==> src/hdl/ssr_pkg.sv <==
// Shared types and constants for the streaming substring replacer.
package ssr_pkg;

    localparam int MAX_PATTERN_DEF = 8;
    localparam int REPL_MAX        = 8;
    localparam int JOB_BYTES       = 8;
    localparam int JOB_CNT_W       = $clog2(JOB_BYTES + 1);
    localparam int JOB_IDX_W       = $clog2(JOB_BYTES);
    localparam int QUEUE_DEPTH     = 2;  // power of two
    localparam int CFG_DATA_W      = 64;
    localparam int CFG_ADDR_W      = 5;
    localparam int LEN_W           = 4;

    typedef enum logic [1:0] {
        REG_PATTERN_BYTES,
        REG_PATTERN_LENGTH,
        REG_REPLACEMENT_BYTES,
        REG_REPLACEMENT_LENGTH
    } cfg_reg_t;

    typedef struct packed {
        logic [CFG_DATA_W-1:0] pattern;
        logic [LEN_W-1:0]      pattern_len;
        logic [CFG_DATA_W-1:0] replacement;
        logic [LEN_W-1:0]      replacement_len;
    } cfg_t;

    // One burst of output beats produced by a single input beat.
    typedef struct packed {
        logic [JOB_BYTES-1:0][7:0] data;
        logic [JOB_CNT_W-1:0]      count;
        logic                      last;
    } job_t;

endpackage

==> src/hdl/ssr_front.sv <==
// Front end: pending-byte window, pattern compare and burst classification.
module ssr_front #(
    parameter int MaxPattern = ssr_pkg::MAX_PATTERN_DEF
) (
    input  logic                            clk,
    input  logic                            rst_n,
    input  logic                            accept,
    input  logic [7:0]                      in_byte,
    input  logic                            in_last,
    input  ssr_pkg::cfg_t                   cfg,
    input  logic                            cfg_clear,
    output logic                            push,
    output ssr_pkg::job_t                   job,
    output logic [$clog2(MaxPattern+1)-1:0] fill
);
    import ssr_pkg::*;

    localparam int FILL_W = $clog2(MaxPattern + 1);

    logic [7:0]        win_reg [MaxPattern];
    logic [7:0]        win_next [MaxPattern];
    logic [7:0]        w [MaxPattern];
    logic [FILL_W-1:0] fill_reg;
    logic [FILL_W-1:0] fill_next;
    logic [FILL_W-1:0] fill_eff;
    logic [LEN_W-1:0]  plen;
    logic [LEN_W-1:0]  rlen;
    logic [LEN_W-1:0]  fill_new;
    logic              disabled;
    logic              full;
    logic              match;

    assign plen = (cfg.pattern_len > LEN_W'(MaxPattern)) ? LEN_W'(MaxPattern) : cfg.pattern_len;
    assign rlen = (cfg.replacement_len > LEN_W'(REPL_MAX)) ? LEN_W'(REPL_MAX)
                                                           : cfg.replacement_len;
    assign disabled = (plen == '0) || (rlen == '0);
    assign fill_eff = (LEN_W'(fill_reg) >= plen) ? '0 : fill_reg;
    assign fill_new = LEN_W'(fill_eff) + LEN_W'(1);
    assign full     = (fill_new == plen);
    assign fill     = fill_reg;

    always_comb
    begin
        for (int i = 0; i < MaxPattern; i++)
        begin
            w[i] = (FILL_W'(i) == fill_eff) ? in_byte : win_reg[i];
        end
        match = 1'b1;
        for (int i = 0; i < MaxPattern; i++)
        begin
            if ((LEN_W'(i) < plen) && (w[i] != cfg.pattern[8*i +: 8]))
            begin
                match = 1'b0;
            end
        end
    end

    always_comb
    begin
        win_next  = w;
        fill_next = fill_reg;
        job.data  = '0;
        job.count = '0;
        job.last  = in_last;
        for (int j = 0; j < MaxPattern; j++)
        begin
            job.data[j] = w[j];
        end
        if (disabled)
        begin
            job.data[0] = in_byte;
            job.count   = JOB_CNT_W'(1);
            fill_next   = '0;
        end
        else if (full && match)
        begin
            for (int j = 0; j < JOB_BYTES; j++)
            begin
                job.data[j] = cfg.replacement[8*j +: 8];
            end
            job.count = JOB_CNT_W'(rlen);
            fill_next = '0;
        end
        else if (full)
        begin
            for (int i = 0; i < MaxPattern - 1; i++)
            begin
                win_next[i] = w[i+1];
            end
            job.count = in_last ? JOB_CNT_W'(plen) : JOB_CNT_W'(1);
            fill_next = in_last ? '0 : FILL_W'(plen - LEN_W'(1));
        end
        else
        begin
            job.count = in_last ? JOB_CNT_W'(fill_new) : '0;
            fill_next = in_last ? '0 : FILL_W'(fill_new);
        end
    end

    assign push = accept && (job.count != '0);

    always_ff @(posedge clk or negedge rst_n)
    begin
        if (!rst_n)
        begin
            fill_reg <= '0;
        end
        else if (cfg_clear)
        begin
            fill_reg <= '0;
        end
        else if (accept)
        begin
            fill_reg <= fill_next;
        end
    end

    always_ff @(posedge clk)
    begin
        if (accept)
        begin
            win_reg <= win_next;
        end
    end

endmodule

==> src/hdl/ssr_queue.sv <==
// Short burst queue between front and back ends.
module ssr_queue (
    input  logic          clk,
    input  logic          rst_n,
    input  logic          push,
    input  ssr_pkg::job_t wr_job,
    input  logic          pop,
    output ssr_pkg::job_t head,
    output logic          full,
    output logic          empty
);
    import ssr_pkg::*;

    localparam int PTR_W = (QUEUE_DEPTH > 1) ? $clog2(QUEUE_DEPTH) : 1;
    localparam int CNT_W = $clog2(QUEUE_DEPTH + 1);

    job_t             mem [QUEUE_DEPTH];
    logic [PTR_W-1:0] wr_ptr_reg;
    logic [PTR_W-1:0] rd_ptr_reg;
    logic [CNT_W-1:0] cnt_reg;
    logic [CNT_W-1:0] cnt_next;

    assign full  = (cnt_reg == CNT_W'(QUEUE_DEPTH));
    assign empty = (cnt_reg == '0);
    assign head  = mem[rd_ptr_reg];

    always_comb
    begin
        cnt_next = cnt_reg;
        if (push && !pop)
        begin
            cnt_next = cnt_reg + CNT_W'(1);
        end
        else if (pop && !push)
        begin
            cnt_next = cnt_reg - CNT_W'(1);
        end
    end

    always_ff @(posedge clk or negedge rst_n)
    begin
        if (!rst_n)
        begin
            wr_ptr_reg <= '0;
            rd_ptr_reg <= '0;
            cnt_reg    <= '0;
        end
        else
        begin
            if (push)
            begin
                wr_ptr_reg <= wr_ptr_reg + PTR_W'(1);
            end
            if (pop)
            begin
                rd_ptr_reg <= rd_ptr_reg + PTR_W'(1);
            end
            cnt_reg <= cnt_next;
        end
    end

    always_ff @(posedge clk)
    begin
        if (push)
        begin
            mem[wr_ptr_reg] <= wr_job;
        end
    end

endmodule

==> src/hdl/ssr_back.sv <==
// Back end: serializes queued bursts into registered output beats.
module ssr_back (
    input  logic          clk,
    input  logic          rst_n,
    input  ssr_pkg::job_t head,
    input  logic          empty,
    output logic          pop,
    output logic          out_valid,
    input  logic          out_stall,
    output logic [7:0]    out_byte,
    output logic          run_last,
    output logic          string_end
);
    import ssr_pkg::*;

    logic [JOB_IDX_W-1:0] idx_reg;
    logic                 valid_reg;
    logic [7:0]           byte_reg;
    logic                 run_last_reg;
    logic                 end_reg;
    logic                 load;
    logic                 final_beat;

    assign load       = !empty && (!valid_reg || !out_stall);
    assign final_beat = (JOB_CNT_W'(idx_reg) + JOB_CNT_W'(1)) == head.count;
    assign pop        = load && final_beat;

    always_ff @(posedge clk or negedge rst_n)
    begin
        if (!rst_n)
        begin
            valid_reg <= 1'b0;
            idx_reg   <= '0;
        end
        else if (load)
        begin
            valid_reg <= 1'b1;
            idx_reg   <= final_beat ? '0 : idx_reg + JOB_IDX_W'(1);
        end
        else if (!out_stall)
        begin
            valid_reg <= 1'b0;
        end
    end

    always_ff @(posedge clk)
    begin
        if (load)
        begin
            byte_reg     <= head.data[idx_reg];
            run_last_reg <= final_beat;
            end_reg      <= final_beat && head.last;
        end
    end

    assign out_valid  = valid_reg;
    assign out_byte   = byte_reg;
    assign run_last   = run_last_reg;
    assign string_end = end_reg;

endmodule

==> src/hdl/stream_substring_replace.sv <==
// Top level of the streaming substring replacer with its register port.
//
// Input channel: in_valid/in_stall carry one string byte per beat, with
// in_last on the final byte. Output channel: out_valid/out_stall carry the
// rewritten bytes; run_last marks the last beat caused by one input beat,
// string_end the final beat of the rewritten string.
// Registers (64-bit APB, 8-byte stride): pattern bytes, pattern length,
// replacement bytes, replacement length. A write drops pending window bytes.
// Either length zero makes bytes pass through unchanged.
// Throughput: one input beat per cycle unless in_stall, one output beat
// per cycle unless out_stall; an input beat that completes a match yields
// a burst of replacement_length beats (at most 8), and the output port
// emits one beat a cycle, so longer bursts hold in_stall high once the
// two-entry queue is full. Each burst is queued, then loaded into out_byte.
// Reset clears the window fill count, queue and output valid; registers
// reset to zero. A stalled output beat holds while the queue keeps taking
// input until it fills.
module stream_substring_replace #(
    parameter int MaxPattern = ssr_pkg::MAX_PATTERN_DEF
) (
    input  logic                           clk,
    input  logic                           rst_n,
    input  logic                           in_valid,
    output logic                           in_stall,
    input  logic [7:0]                     in_byte,
    input  logic                           in_last,
    output logic                           out_valid,
    input  logic                           out_stall,
    output logic [7:0]                     out_byte,
    output logic                           run_last,
    output logic                           string_end,
    input  logic                           psel,
    input  logic                           penable,
    input  logic                           pwrite,
    input  logic [ssr_pkg::CFG_ADDR_W-1:0] paddr,
    input  logic [ssr_pkg::CFG_DATA_W-1:0] pwdata,
    output logic [ssr_pkg::CFG_DATA_W-1:0] prdata,
    output logic                           pready
);
    import ssr_pkg::*;

    localparam int FILL_W = $clog2(MaxPattern + 1);

    cfg_t              cfg_reg;
    cfg_reg_t          reg_sel;
    logic              cfg_wr;
    logic              accept;
    logic              push;
    logic              pop;
    logic              q_full;
    logic              q_empty;
    job_t              front_job;
    job_t              q_head;
    logic [FILL_W-1:0] fill;
    logic [LEN_W-1:0]  plen_sat;

    assign pready  = 1'b1;
    assign reg_sel = cfg_reg_t'(paddr[4:3]);
    assign cfg_wr  = psel && penable && pwrite;

    always_ff @(posedge clk or negedge rst_n)
    begin
        if (!rst_n)
        begin
            cfg_reg <= '0;
        end
        else if (cfg_wr)
        begin
            unique case (reg_sel)
                REG_PATTERN_BYTES:      cfg_reg.pattern         <= pwdata;
                REG_PATTERN_LENGTH:     cfg_reg.pattern_len     <= pwdata[LEN_W-1:0];
                REG_REPLACEMENT_BYTES:  cfg_reg.replacement     <= pwdata;
                REG_REPLACEMENT_LENGTH: cfg_reg.replacement_len <= pwdata[LEN_W-1:0];
                default:                cfg_reg                 <= cfg_reg;
            endcase
        end
    end

    always_comb
    begin
        unique case (reg_sel)
            REG_PATTERN_BYTES:      prdata = cfg_reg.pattern;
            REG_PATTERN_LENGTH:     prdata = CFG_DATA_W'(cfg_reg.pattern_len);
            REG_REPLACEMENT_BYTES:  prdata = cfg_reg.replacement;
            REG_REPLACEMENT_LENGTH: prdata = CFG_DATA_W'(cfg_reg.replacement_len);
            default:                prdata = '0;
        endcase
    end

    assign in_stall = q_full;
    assign accept   = in_valid && !in_stall;

    ssr_front #(
        .MaxPattern(MaxPattern)
    ) u_front (
        .clk      (clk),
        .rst_n    (rst_n),
        .accept   (accept),
        .in_byte  (in_byte),
        .in_last  (in_last),
        .cfg      (cfg_reg),
        .cfg_clear(cfg_wr),
        .push     (push),
        .job      (front_job),
        .fill     (fill)
    );

    ssr_queue u_queue (
        .clk   (clk),
        .rst_n (rst_n),
        .push  (push),
        .wr_job(front_job),
        .pop   (pop),
        .head  (q_head),
        .full  (q_full),
        .empty (q_empty)
    );

    ssr_back u_back (
        .clk       (clk),
        .rst_n     (rst_n),
        .head      (q_head),
        .empty     (q_empty),
        .pop       (pop),
        .out_valid (out_valid),
        .out_stall (out_stall),
        .out_byte  (out_byte),
        .run_last  (run_last),
        .string_end(string_end)
    );

    assign plen_sat = (cfg_reg.pattern_len > LEN_W'(MaxPattern)) ? LEN_W'(MaxPattern)
                                                                  : cfg_reg.pattern_len;

    // string end only on the closing beat of a burst
    a_end_on_run_last: assert property (@(posedge clk) disable iff (!rst_n)
        out_valid |-> (!string_end || run_last))
        else $error("string_end without run_last");

    // pending bytes never reach a full pattern between beats
    a_fill_bound: assert property (@(posedge clk) disable iff (!rst_n)
        (fill == '0) || (LEN_W'(fill) < plen_sat))
        else $error("window fill out of range");

    // register write drops the window
    a_cfg_clears: assert property (@(posedge clk) disable iff (!rst_n)
        cfg_wr |=> (fill == '0))
        else $error("window not cleared by register write");

    // a string-final input always produces at least one beat
    a_last_pushes: assert property (@(posedge clk) disable iff (!rst_n)
        (accept && in_last) |-> push)
        else $error("final input beat produced no output");

endmodule

==> config.mk <==
export PLATFORM = sky130hd
export DESIGN_NAME = stream_substring_replace
export DESIGN_NICKNAME = d
export VERILOG_FILES = /design/src/hdl/ssr_pkg.sv /design/src/hdl/ssr_front.sv /design/src/hdl/ssr_queue.sv /design/src/hdl/ssr_back.sv /design/src/hdl/stream_substring_replace.sv
export SDC_FILE = /design/constraint.sdc
export NUM_CORES = 1
export LEC_CHECK = 0
export BUFFER_PORTS_ARGS = -buffer_cell sky130_fd_sc_hd__buf_2
export CORE_UTILIZATION = 35
export CTS_BUF_LIST = sky130_fd_sc_hd__clkbuf_16
export DETAILED_ROUTE_END_ITERATION = 12
export GPL_TIMING_DRIVEN = 0
export MAX_ROUTING_LAYER = met4
export PLACE_DENSITY = 0.56
export SLEW_MARGIN = 10
export SYNTH_ARGS = -nofsm -noshare
export SYNTH_HDL_FRONTEND = slang
export SYNTH_HIERARCHICAL = 1
export SYNTH_SLANG_ARGS = --single-unit
==> constraint.sdc <==
create_clock -name clk -period 12.7 [get_ports clk]
set_clock_uncertainty 0.1 [all_clocks]
set_input_delay 2.54 -clock clk [delete_from_list [all_inputs] [get_ports clk]]
set_output_delay 2.54 -clock clk [all_outputs]
set_load 0.005 [all_outputs]
Word-level counts from Yosys, hierarchy flattened
Memory sizes are Yosys's and may differ from the RTL's.
Cells that the tools add are included.

cells by class
  $lt $le $gt $ge = 12
  add/subtract/negate cells = 8
  multiplexer cells = 46
  equality and inequality tests = 22
  reductions and logical operators = 38

operator list
  kind                                                                  number
  64-bit case mux with 4 select lines                                   1
  56-bit two-way mux                                                    4
  8-bit two-way mux                                                     9
  64-bit two-way mux                                                    1
  8-bit != test                                                         8
  4-bit two-way mux                                                     14
  8-bit binary-select mux with 3-bit select                             1
  1-bit logical AND                                                     18
  3-bit by 4-bit == test with 1-bit output (first input constant)       4
  3-bit by 4-bit < comparator with 1-bit output (first input constant)  4
  4-bit zero test                                                       3
  1-bit two-way mux                                                     12
  12-bit two-way mux                                                    1
  2-bit by 4-bit == test with 1-bit output (first input constant)       2
  4-bit == test                                                         2
  4-bit greater-than comparator (second input constant)                 2
  1-bit by 4-bit < comparator with 1-bit output (first input constant)  2
  2-bit by 4-bit < comparator with 1-bit output (first input constant)  2
  2-bit AND reduction                                                   4
  2-bit == test (second input constant)                                 3
  1-bit zero test                                                       6
  3-bit by 1-bit adder with 4-bit output (second input constant)        1
  4-bit by 1-bit adder with 4-bit output (second input constant)        1
  1-bit by 4-bit == test with 1-bit output (first input constant)       1
  other kinds (15)                                                      20

word-level totals
  word-level logic and storage cells = 148
  bits in writable memories = 138
  memories kept = 1
  bits in registers = 222
  bits of input ports = 85
  output and inout port bits = 77

memories
  memory       depth  bits a word  rd ports  clocked after Yosys merged registers in  write ports  RTL line         RTL
  u_queue.mem  2      69           1         0                                        1            ssr_queue.sv:17  job_t mem [QUEUE_DEPTH];

Depth between registers and ports, before layout
Gate-level depths: netlist of the first run.

  word-level depth = 25
  depth in mapped cells = 20
  mapped depth without buffers = 18

Hierarchy
The synthesis of the first run kept the hierarchy.

by module, submodules not included
  module                    cells an instance  instances  area each (µm²)  sequential area each (µm²)
  ssr_front                 795                1          6716.4           2021.9
  stream_substring_replace  433                1          6443.7           3403.3
  ssr_queue                 231                1          5517.8           4244.1
  ssr_back                  73                 1          1122.3           400.4

Worst setup path after synthesis of the first run
OpenSTA, ideal clock, no wires.

  path kind = input to register
  from = in in_valid
  to = mem u_queue/mem[0][0] (netlist name) (enable)
  buffers on the path = 0
  cell stages on the path = 3
  slack = 3059 ps
  required time = 12095 ps
  arrival = 9037 ps
  path through = nor2b_1 > o31a_1 > nor2b_1

on the way
  cells in the longest elaborated chain, start to end = 4

ends and longest elaborated chain
  element                                  RTL line                        RTL
  from (decl)                              stream_substring_replace.sv:23  input logic in_valid,
  1-bit logical AND                        stream_substring_replace.sv:91  assign accept = in_valid && !in_stall;
  1-bit logical AND                        ssr_front.sv:100                assign push = accept && (job.count != '0);
  named net push                           stream_substring_replace.sv:48  logic push;
  1-bit two-way mux                        ssr_queue.sv:64                 if (push)
  1-bit two-way mux (implied by the code)  ssr_queue.sv:66                 mem[wr_ptr_reg] <= wr_job;
  to (decl)                                ssr_queue.sv:17

The timed path passes the listed nets, and every way through them passes these cells.

Final worst setup path of the first run
  from = in in_byte[0]
  to = mem u_queue/mem[0][54] (netlist name) (enable)

on the way
  cells in the longest elaborated chain, start to end = 18
  elaborated cells between the ends (all ways) = 39
  classes of those cells = eq/ne: 8; mux: 20; reduce/logical: 11

ends and longest elaborated chain
  element                                      RTL line                        RTL
  from (decl)                                  stream_substring_replace.sv:25  input logic [7:0] in_byte,
  8-bit two-way mux                            ssr_front.sv:46                 w[i] = (FILL_W'(i) == fill_eff) ? in_byte : win_reg[i];
  8-bit != test                                ssr_front.sv:51                 if ((LEN_W'(i) < plen) && (w[i] != cfg.pattern[8*i +: 8]))
  1-bit logical AND                            ssr_front.sv:51
  1-bit two-way mux (7 in a row)               ssr_front.sv:51
  1-bit two-way mux (*)                        ssr_front.sv:51
  1-bit logical AND (*)                        ssr_front.sv:75                 else if (full && match)
  4-bit two-way mux (*)                        ssr_front.sv:75
  12-bit two-way mux (*)                       ssr_front.sv:69                 if (disabled)
  4-bit nonzero test (*)                       ssr_front.sv:100
  1-bit logical AND (*)                        ssr_front.sv:100
  named net push                               stream_substring_replace.sv:48
  1-bit two-way mux (*)                        ssr_queue.sv:64
  1-bit two-way mux (implied by the code) (*)  ssr_queue.sv:66

Mark *: on every way through the listed nets, which the timed path passes. The rest lies on a longest branch.

==> results of run 1 <==
layout by cell type, fill, tap and decap left out, drive strengths merged, types with 17 or more instances in the layout:
cell type,netlist,layout
nor3,23,23
a21oi,61,61
mux4,20,20
a222oi,42,42
mux2,255,255
buf,58,214
xor2,56,56
nand2,84,84
mux2i,76,76
xnor2,44,44
nand4,17,17
o21ai,55,55
inv,73,89
edfxtp,212,212
nor2,118,118
dfrtp,148,148
clkbuf,34,77
nand3,21,21
routing by layer:
layer  vias to the layer above  wire (um)  share of wire, %
met5                         -          0                 0
met3                       106       5620               8.4
li1                       6140          -                 -
met2                       593      30100                45
met4                         0       2380               3.6
met1                      6988      28500                43
metrics by stage:
| step | setup TNS, ns | std cells | util [%] |
|---|---|---|---|
| after detailed placement | 0 | 2436 | 39.0 |
| final | 0 | 2514 | 41.3 |
| after global placement | -69.01 | 2430 | 38.7 |
| after CTS | 0 | 2512 | 41.3 |
| after floorplan | 0 | 1532 | - |
| after global routing | 0 | 2513 | 41.3 |
power groups by stage:
stage	registers [mW]	logic, mW	clock network (mW)
after global placement	2.00	1.78	0
after global routing	2.00	1.98	1.22
after detailed placement	1.98	1.83	0
final	1.96	1.85	1.15
after floorplan	1.89	1.29	0
after CTS	1.96	1.84	1.18
cell families (layout without fill, tap and decap cells):
kind of cell / after synthesis / in the layout
mux: 351 / 351
other cells: 1 / 3
buf+inv: 167 / 399
fa+ha+maj: 10 / 10
flops: 360 / 360
xor+xnor: 100 / 100
compound gates: 232 / 232
simple gates: 311 / 311
worst reg2reg max path: cells and delay by family, from the launching register on:
family	cells	cell delay (ns)
AO/OA/AOI/OAI	4	2.01
AND/OR/NAND/NOR	6	1.85
flip-flops	1	0.56
buffers and inverters	5	1.09
adder cells (fa/ha/maj)	1	0.32
XOR/XNOR	1	0.17
multiplexers	1	0.38
layout make-up:
type                       instances  area (um2)
fill                            5349       32600
sequential                       360       10100
multi-input combinational       1005        8750
clock buffer                      43        1080
tap                              748         936
timing repair buffer             156         896
buffer                            92         717
inverter                          75         282
clock inverter                    33         223
antenna                            2        5.00
worst paths after layout:
check	from	end	slack, ns	cells after the start
max	in_byte[0]	u_queue/mem[0][54]$_DFFE_PP_	4.73	15
min	u_queue/cnt_reg[1]$_DFFE_PN0P_	u_queue/cnt_reg[1]$_DFFE_PN0P_	0.40	1
max reg2reg	cfg_reg[71]$_DFFE_PN0P_	u_queue/mem[0][54]$_DFFE_PP_	5.89	18
min reg2reg	u_queue/cnt_reg[1]$_DFFE_PN0P_	u_queue/cnt_reg[1]$_DFFE_PN0P_	0.40	1
max in group asynchronous	rst_n	cfg_reg[24]$_DFFE_PN0P_	9.83	2
min in group asynchronous	rst_n	cfg_reg[66]$_DFFE_PN0P_	1.82	1
==> results_dict.tcl, run 1 <==
set metrics [dict create \
    status "finished, final reports clean" \
    wl_per_cell_um 26.5 \
    max-vdd-ir-drop_mv 0.0977 \
    die_w_um 240 \
    synth_most_common_cell "edfxtp_1" \
    clock-sinks 360 \
    fin_area_um2 23000 \
    switching_share_pct 35.1 \
    ys.warnings.count 6 \
    gp_congestion 0.946 \
    cp-start-kind "input pin" \
    adder_cell_area_share_of_the_yosys_netlist_pct 0.632 \
    nets_finish 1826 \
    die_area_um2 57500 \
    synth-edff-count 212 \
    power_report.internal_total_mw 3.23 \
    post-cts-setup-buffers 0 \
    cts-hold-fix-buffers 0 \
    cap_violations 0 \
    pin_count 162 \
    largest_register_ffs 138 \
    grt_use_met2_pct 35.5 \
    post_synth_xor_area_fraction_pct 4.42 \
    groute.usage.overall_pct 23.7 \
    drt_first_iter_violations 1631 \
    worstPathRequired_ns 12.85 \
    clk_root_buf "clkbuf_16" \
    smallest_setup_slack_after_layout_ns 4.73 \
    areaGrowthSynthToFinish_pct 15.9 \
    maxSlewHeadroom_pct 18.8 \
    asyncSetResetFlopFracSynth_pct 41.1 \
    ys_seq_area_share_pct 50.9 \
    core_area_um2 55500 \
    synth.area.mux_share_pct 23.4 \
    total_switching_power_mw 1.74 \
    synth.area.top_cells "edfxtp_1, dfrtp_1, mux2_4" \
    synthesis.nets 1627 \
    cells_traversed_along_the_worst_timing_path "clkbuf_1 -> clkinv_1 -> a222oi_1 -> nand4_1 -> mux2i_1 -> o2111ai_1 -> o31ai_1 -> o2111a_2 -> and2_1 -> buf_2 -> nand2b_1 -> o31a_1 -> nor2b_4 -> buf_12 -> buf_12" \
    ant_nets 0 \
    critical-path-slowest-cell "clkinv_1" \
    synth_top_flop_cell "edfxtp_1" \
    rows 86 \
    critical_path.max_stage_delay_ns 0.71 \
    synth_compound_area_share_pct 8.44 \
    die_h_um 240 \
    power_frac_seq_pct 39.5 \
    worstSetupPathType "input pin to flop" \
    yosys.area.top_type_share_pct 32.2 \
    critPathMaxFanout 28 \
    gr-max-usage-layer "met2" \
    tritoncts "built" \
    postPlaceCellArea_um2 21700 \
    endpoint_kind "flop" \
    netlist_area_um2 19800 \
    fraction_of_layout_instances_using_a_drive_strength_above_1_pct 31.5 \
    synth_top_family_by_area "multiplexers" \
    clk_latency_ns 0.57 \
    critical_path_arrival_ns 8.13 \
    viasPerCell 5.50 \
    timing.final.max_slew_violations 0 \
    antenna_found_initial 2 \
    totalPowerFinal_mw 4.97 \
    combinationalPowerShare_pct 37.3 \
    cts_buffers 41 \
    fin_crit_sh_pct 62.8 \
    grt_setup_unrepaired "no" \
    cell_area_power_density_nw_per_um2 216 \
    critical_path_buf_inv_count 5 \
    worstHoldPathType "flop to flop" \
    dr_drc_count 0 \
    grt_first_pass_wirelength_um 94900 \
    synthSimpleGateAreaFrac_pct 7.20 \
    grt.overflow.total 0 \
    clock.fmax_mhz 125 \
    cts-htree-levels 2 \
    maximum_number_of_pins_on_one_net_before_global_route_repair 77 \
    grt_util_met3_pct 5.52 \
    path_common_cell "buf_12" \
    leading_area_contributor_after_synthesis "edfxtp_1" \
    synth_seq_cells 360 \
    finalHoldViolCount 0 \
    drt-pass1-iter-count 10 \
    clk_pin_slew_ns 0.06 \
    synthTopCellsByCount "edfxtp_1, dfrtp_1, mux2_4, mux2_2, nor2_1" \
    clock_share_of_power_pct 23.2 \
    preCtsSetupSlack_ns 4.28 \
    global_route.usage.met1_pct 31.3 \
    finalHoldWorstSlack_ns 0.398 \
    period_minus_slack_ns 7.97 \
    route.vias.total 13800 \
    cts.repair.resized 0 \
    post_synth_num_cell_types 69 \
    postSynthAreaPerCell_um2 12.9 \
    vias_in_the_first_global_route 13700 \
    drt-total-wl_um 66600 \
    dp_hpwl_um 49000 \
    synthesis.instances 1532 \
    io_buffers 150 \
    critical-path-top-delay-family "buffers and inverters" \
    initial_standard_cell_utilization_of_the_core_pct 35.7 \
    finalSetupViolCount 0 \
    leakage_power_nw 9.49 \
    cts_max_path_buffers 3 \
    worst-slew-pin-transition_ns 1.22 \
]
Power figures use the tool's default switching activity.
==> inputs of run 2 (changes only) <==
clock period = 8.1 ns   (was 12.7 ns; I/O delays follow)
==> results_dict.tcl, run 2 (synthesis gave the netlist of run 1 again) <==
set metrics [dict create \
    status "finished, final reports clean" \
    route.vias.total 13800 \
    cap_violations 0 \
    largest_register_ffs 138 \
    combinationalPowerShare_pct 37.2 \
    post-cts-setup-buffers 0 \
    clock_share_of_power_pct 23.6 \
    drt-total-wl_um 67300 \
    final_core_utilization_pct 41.4 \
    clock.fmax_mhz 136 \
    nets_finish 1826 \
    cts-hold-fix-buffers 0 \
    maxSlewHeadroom_pct 15.0 \
    holdPathStages 1 \
    critPathLaunch "in_byte[0]" \
    drt-pass1-iter-count 8 \
    drt_first_iter_violations 1809 \
    clock-sinks 360 \
    grt_setup_unrepaired "no" \
    wl_per_cell_um 26.8 \
    clk_pin_slew_ns 0.06 \
    fraction_of_layout_instances_using_a_drive_strength_above_1_pct 31.9 \
    cts-htree-levels 2 \
    ant_nets 0 \
    die_area_um2 57500 \
    critical_path_arrival_ns 7.50 \
    initial_standard_cell_utilization_of_the_core_pct 35.7 \
    tritoncts "built" \
    finalHoldViolCount 0 \
    gp_congestion 0.947 \
    hold_path.startpoint "u_queue/cnt_reg[1]$_DFFE_PN0P_" \
    antenna_found_initial 1 \
    preCtsSetupSlack_ns 0.394 \
    min_to "u_queue/cnt_reg[1]$_DFFE_PN0P_" \
    leakage_power_nw 9.48 \
    fin_area_um2 23000 \
    die_w_um 240 \
    grt.overflow.total 0 \
    areaGrowthSynthToFinish_pct 16.1 \
    power_report.internal_total_mw 5.07 \
    grt_first_pass_wirelength_um 96600 \
    layout.cells.most_common_list "edfxtp_1, buf_2, dfrtp_1" \
    layout.cells.non_filler 2513 \
    switching_share_pct 35.4 \
    io_buffers 150 \
    numPlacedInstances 2436 \
    core_area_um2 55500 \
    clk_root_buf "clkbuf_16" \
    cts_max_path_buffers 3 \
    final_common_cell "edfxtp_1" \
    r2r-start "cfg_reg[71]$_DFFE_PN0P_" \
    setup_total_negative_slack_ns 0 \
    worstSetupPathType "input pin to flop" \
    die_h_um 240 \
    cts_buffers 41 \
    rows 86 \
    period_minus_slack_ns 7.33 \
    cp-start-kind "input pin" \
    clk_latency_ns 0.58 \
    groute.usage.overall_pct 24.1 \
    smallest_setup_slack_after_layout_ns 0.766 \
    cell_area_power_density_nw_per_um2 341 \
    total_switching_power_mw 2.78 \
    postPlaceCellArea_um2 21700 \
    worstPathRequired_ns 8.27 \
    multi_input_combinational_cell_area_um2 8750 \
    dp_hpwl_um 49800 \
    final-seq-area_um2 10100 \
    max-vdd-ir-drop_mv 0.150 \
    endpoint_kind "flop" \
    power_frac_seq_pct 39.2 \
    worst-r2r-setup-slack_ns 1.01 \
    worst_r2r_endpoint "u_queue/mem[0][54]$_DFFE_PP_" \
    fin_crit_sh_pct 90.5 \
    viasPerCell 5.50 \
    worst-slew-pin-transition_ns 1.27 \
    worst-r2r-cell-count 18 \
    critPathMaxFanout 26 \
    vias_in_the_first_global_route 14000 \
    worstHoldPathType "flop to flop" \
    nFillCells 5336 \
    finalSetupViolCount 0 \
    maximum_number_of_pins_on_one_net_before_global_route_repair 77 \
    pin_count 162 \
    cts.repair.resized 0 \
    dr_drc_count 0 \
    timing.final.max_slew_violations 0 \
]
run 2: cell types whose count changed in the layout (fill, tap and decap cells not counted):
cell / before / now
buf_12: 18 / 17
buf_16: 2 / 3
clkbuf_1: 32 / 33
clkbuf_2: 2 / 1
clkinv_2: 5 / 8
clkinv_8: 0 / 1
inv_1: 88 / 79
inv_2: 0 / 2
inv_4: 0 / 2
run 2: worst max-delay path by stage:
stage,depth (start not counted),endpoint,slack (ns)
floorplan,3,u_queue/mem[0][0]$_DFFE_PP_,0.69
global placement,4,u_queue/mem[0][68]$_DFFE_PP_,-2.54
detailed placement,15,u_queue/mem[0][60]$_DFFE_PP_,0.39
CTS,15,u_queue/mem[0][62]$_DFFE_PP_,0.96
global route,15,u_queue/mem[0][54]$_DFFE_PP_,0.67
finish,15,u_queue/mem[0][54]$_DFFE_PP_,0.77
run 2: layout make-up:
| class | count | area share (%) |
|---|---|---|
| Sequential cell | 360 | 43.8 |
| Multi-Input combinational cell | 1005 | 38.1 |
| Clock buffer | 43 | 4.68 |
| Tap cell | 748 | 4.07 |
| Timing Repair Buffer | 156 | 3.93 |
| Buffer | 92 | 3.11 |
| Inverter | 75 | 1.23 |
| Clock inverter | 32 | 1.05 |
| Antenna cell | 2 | 0.0218 |
run 2: power by group through the flow:
stage	clock network (mW)	registers (mW)	logic, mW
3_3_place_gp	0	3.12	2.80
5_1_grt	1.94	3.13	3.12
6_report	1.85	3.07	2.92
3_5_place_dp	0	3.11	2.88
2_1_floorplan	0	2.95	2.02
4_1_cts	1.88	3.07	2.90
run 2: worst max-delay path, cell delays in order:
cell and delay, ns:
clkbuf_1 0.65, clkinv_1 0.74, a222oi_1 0.56, nand4_1 0.14, mux2i_1 0.22, o2111ai_1 0.14, o31ai_1 0.59, o2111a_2 0.35
and2_1 0.16, buf_2 0.29, nand2b_1 0.27, o31a_1 0.48, nor2b_4 0.77, buf_12 0.29, buf_16 0.19
run 2: per-layer routing:
metal,up-vias,track usage (%),wire (um)
met3,106,3.83,4420
li1,6123,-,-
met1,7034,32.3,30000
met4,0,7.37,1980
met2,554,37.3,30900
met5,-,-,0
run 2: stage by stage:
stage                     total power [mW]  hold WS (ns)
after floorplan                       4.97         0.356
after global routing                  8.19         0.419
after CTS                             7.86         0.389
final                                 7.85         0.389
after global placement                5.92         0.381
after detailed placement              5.99         0.381
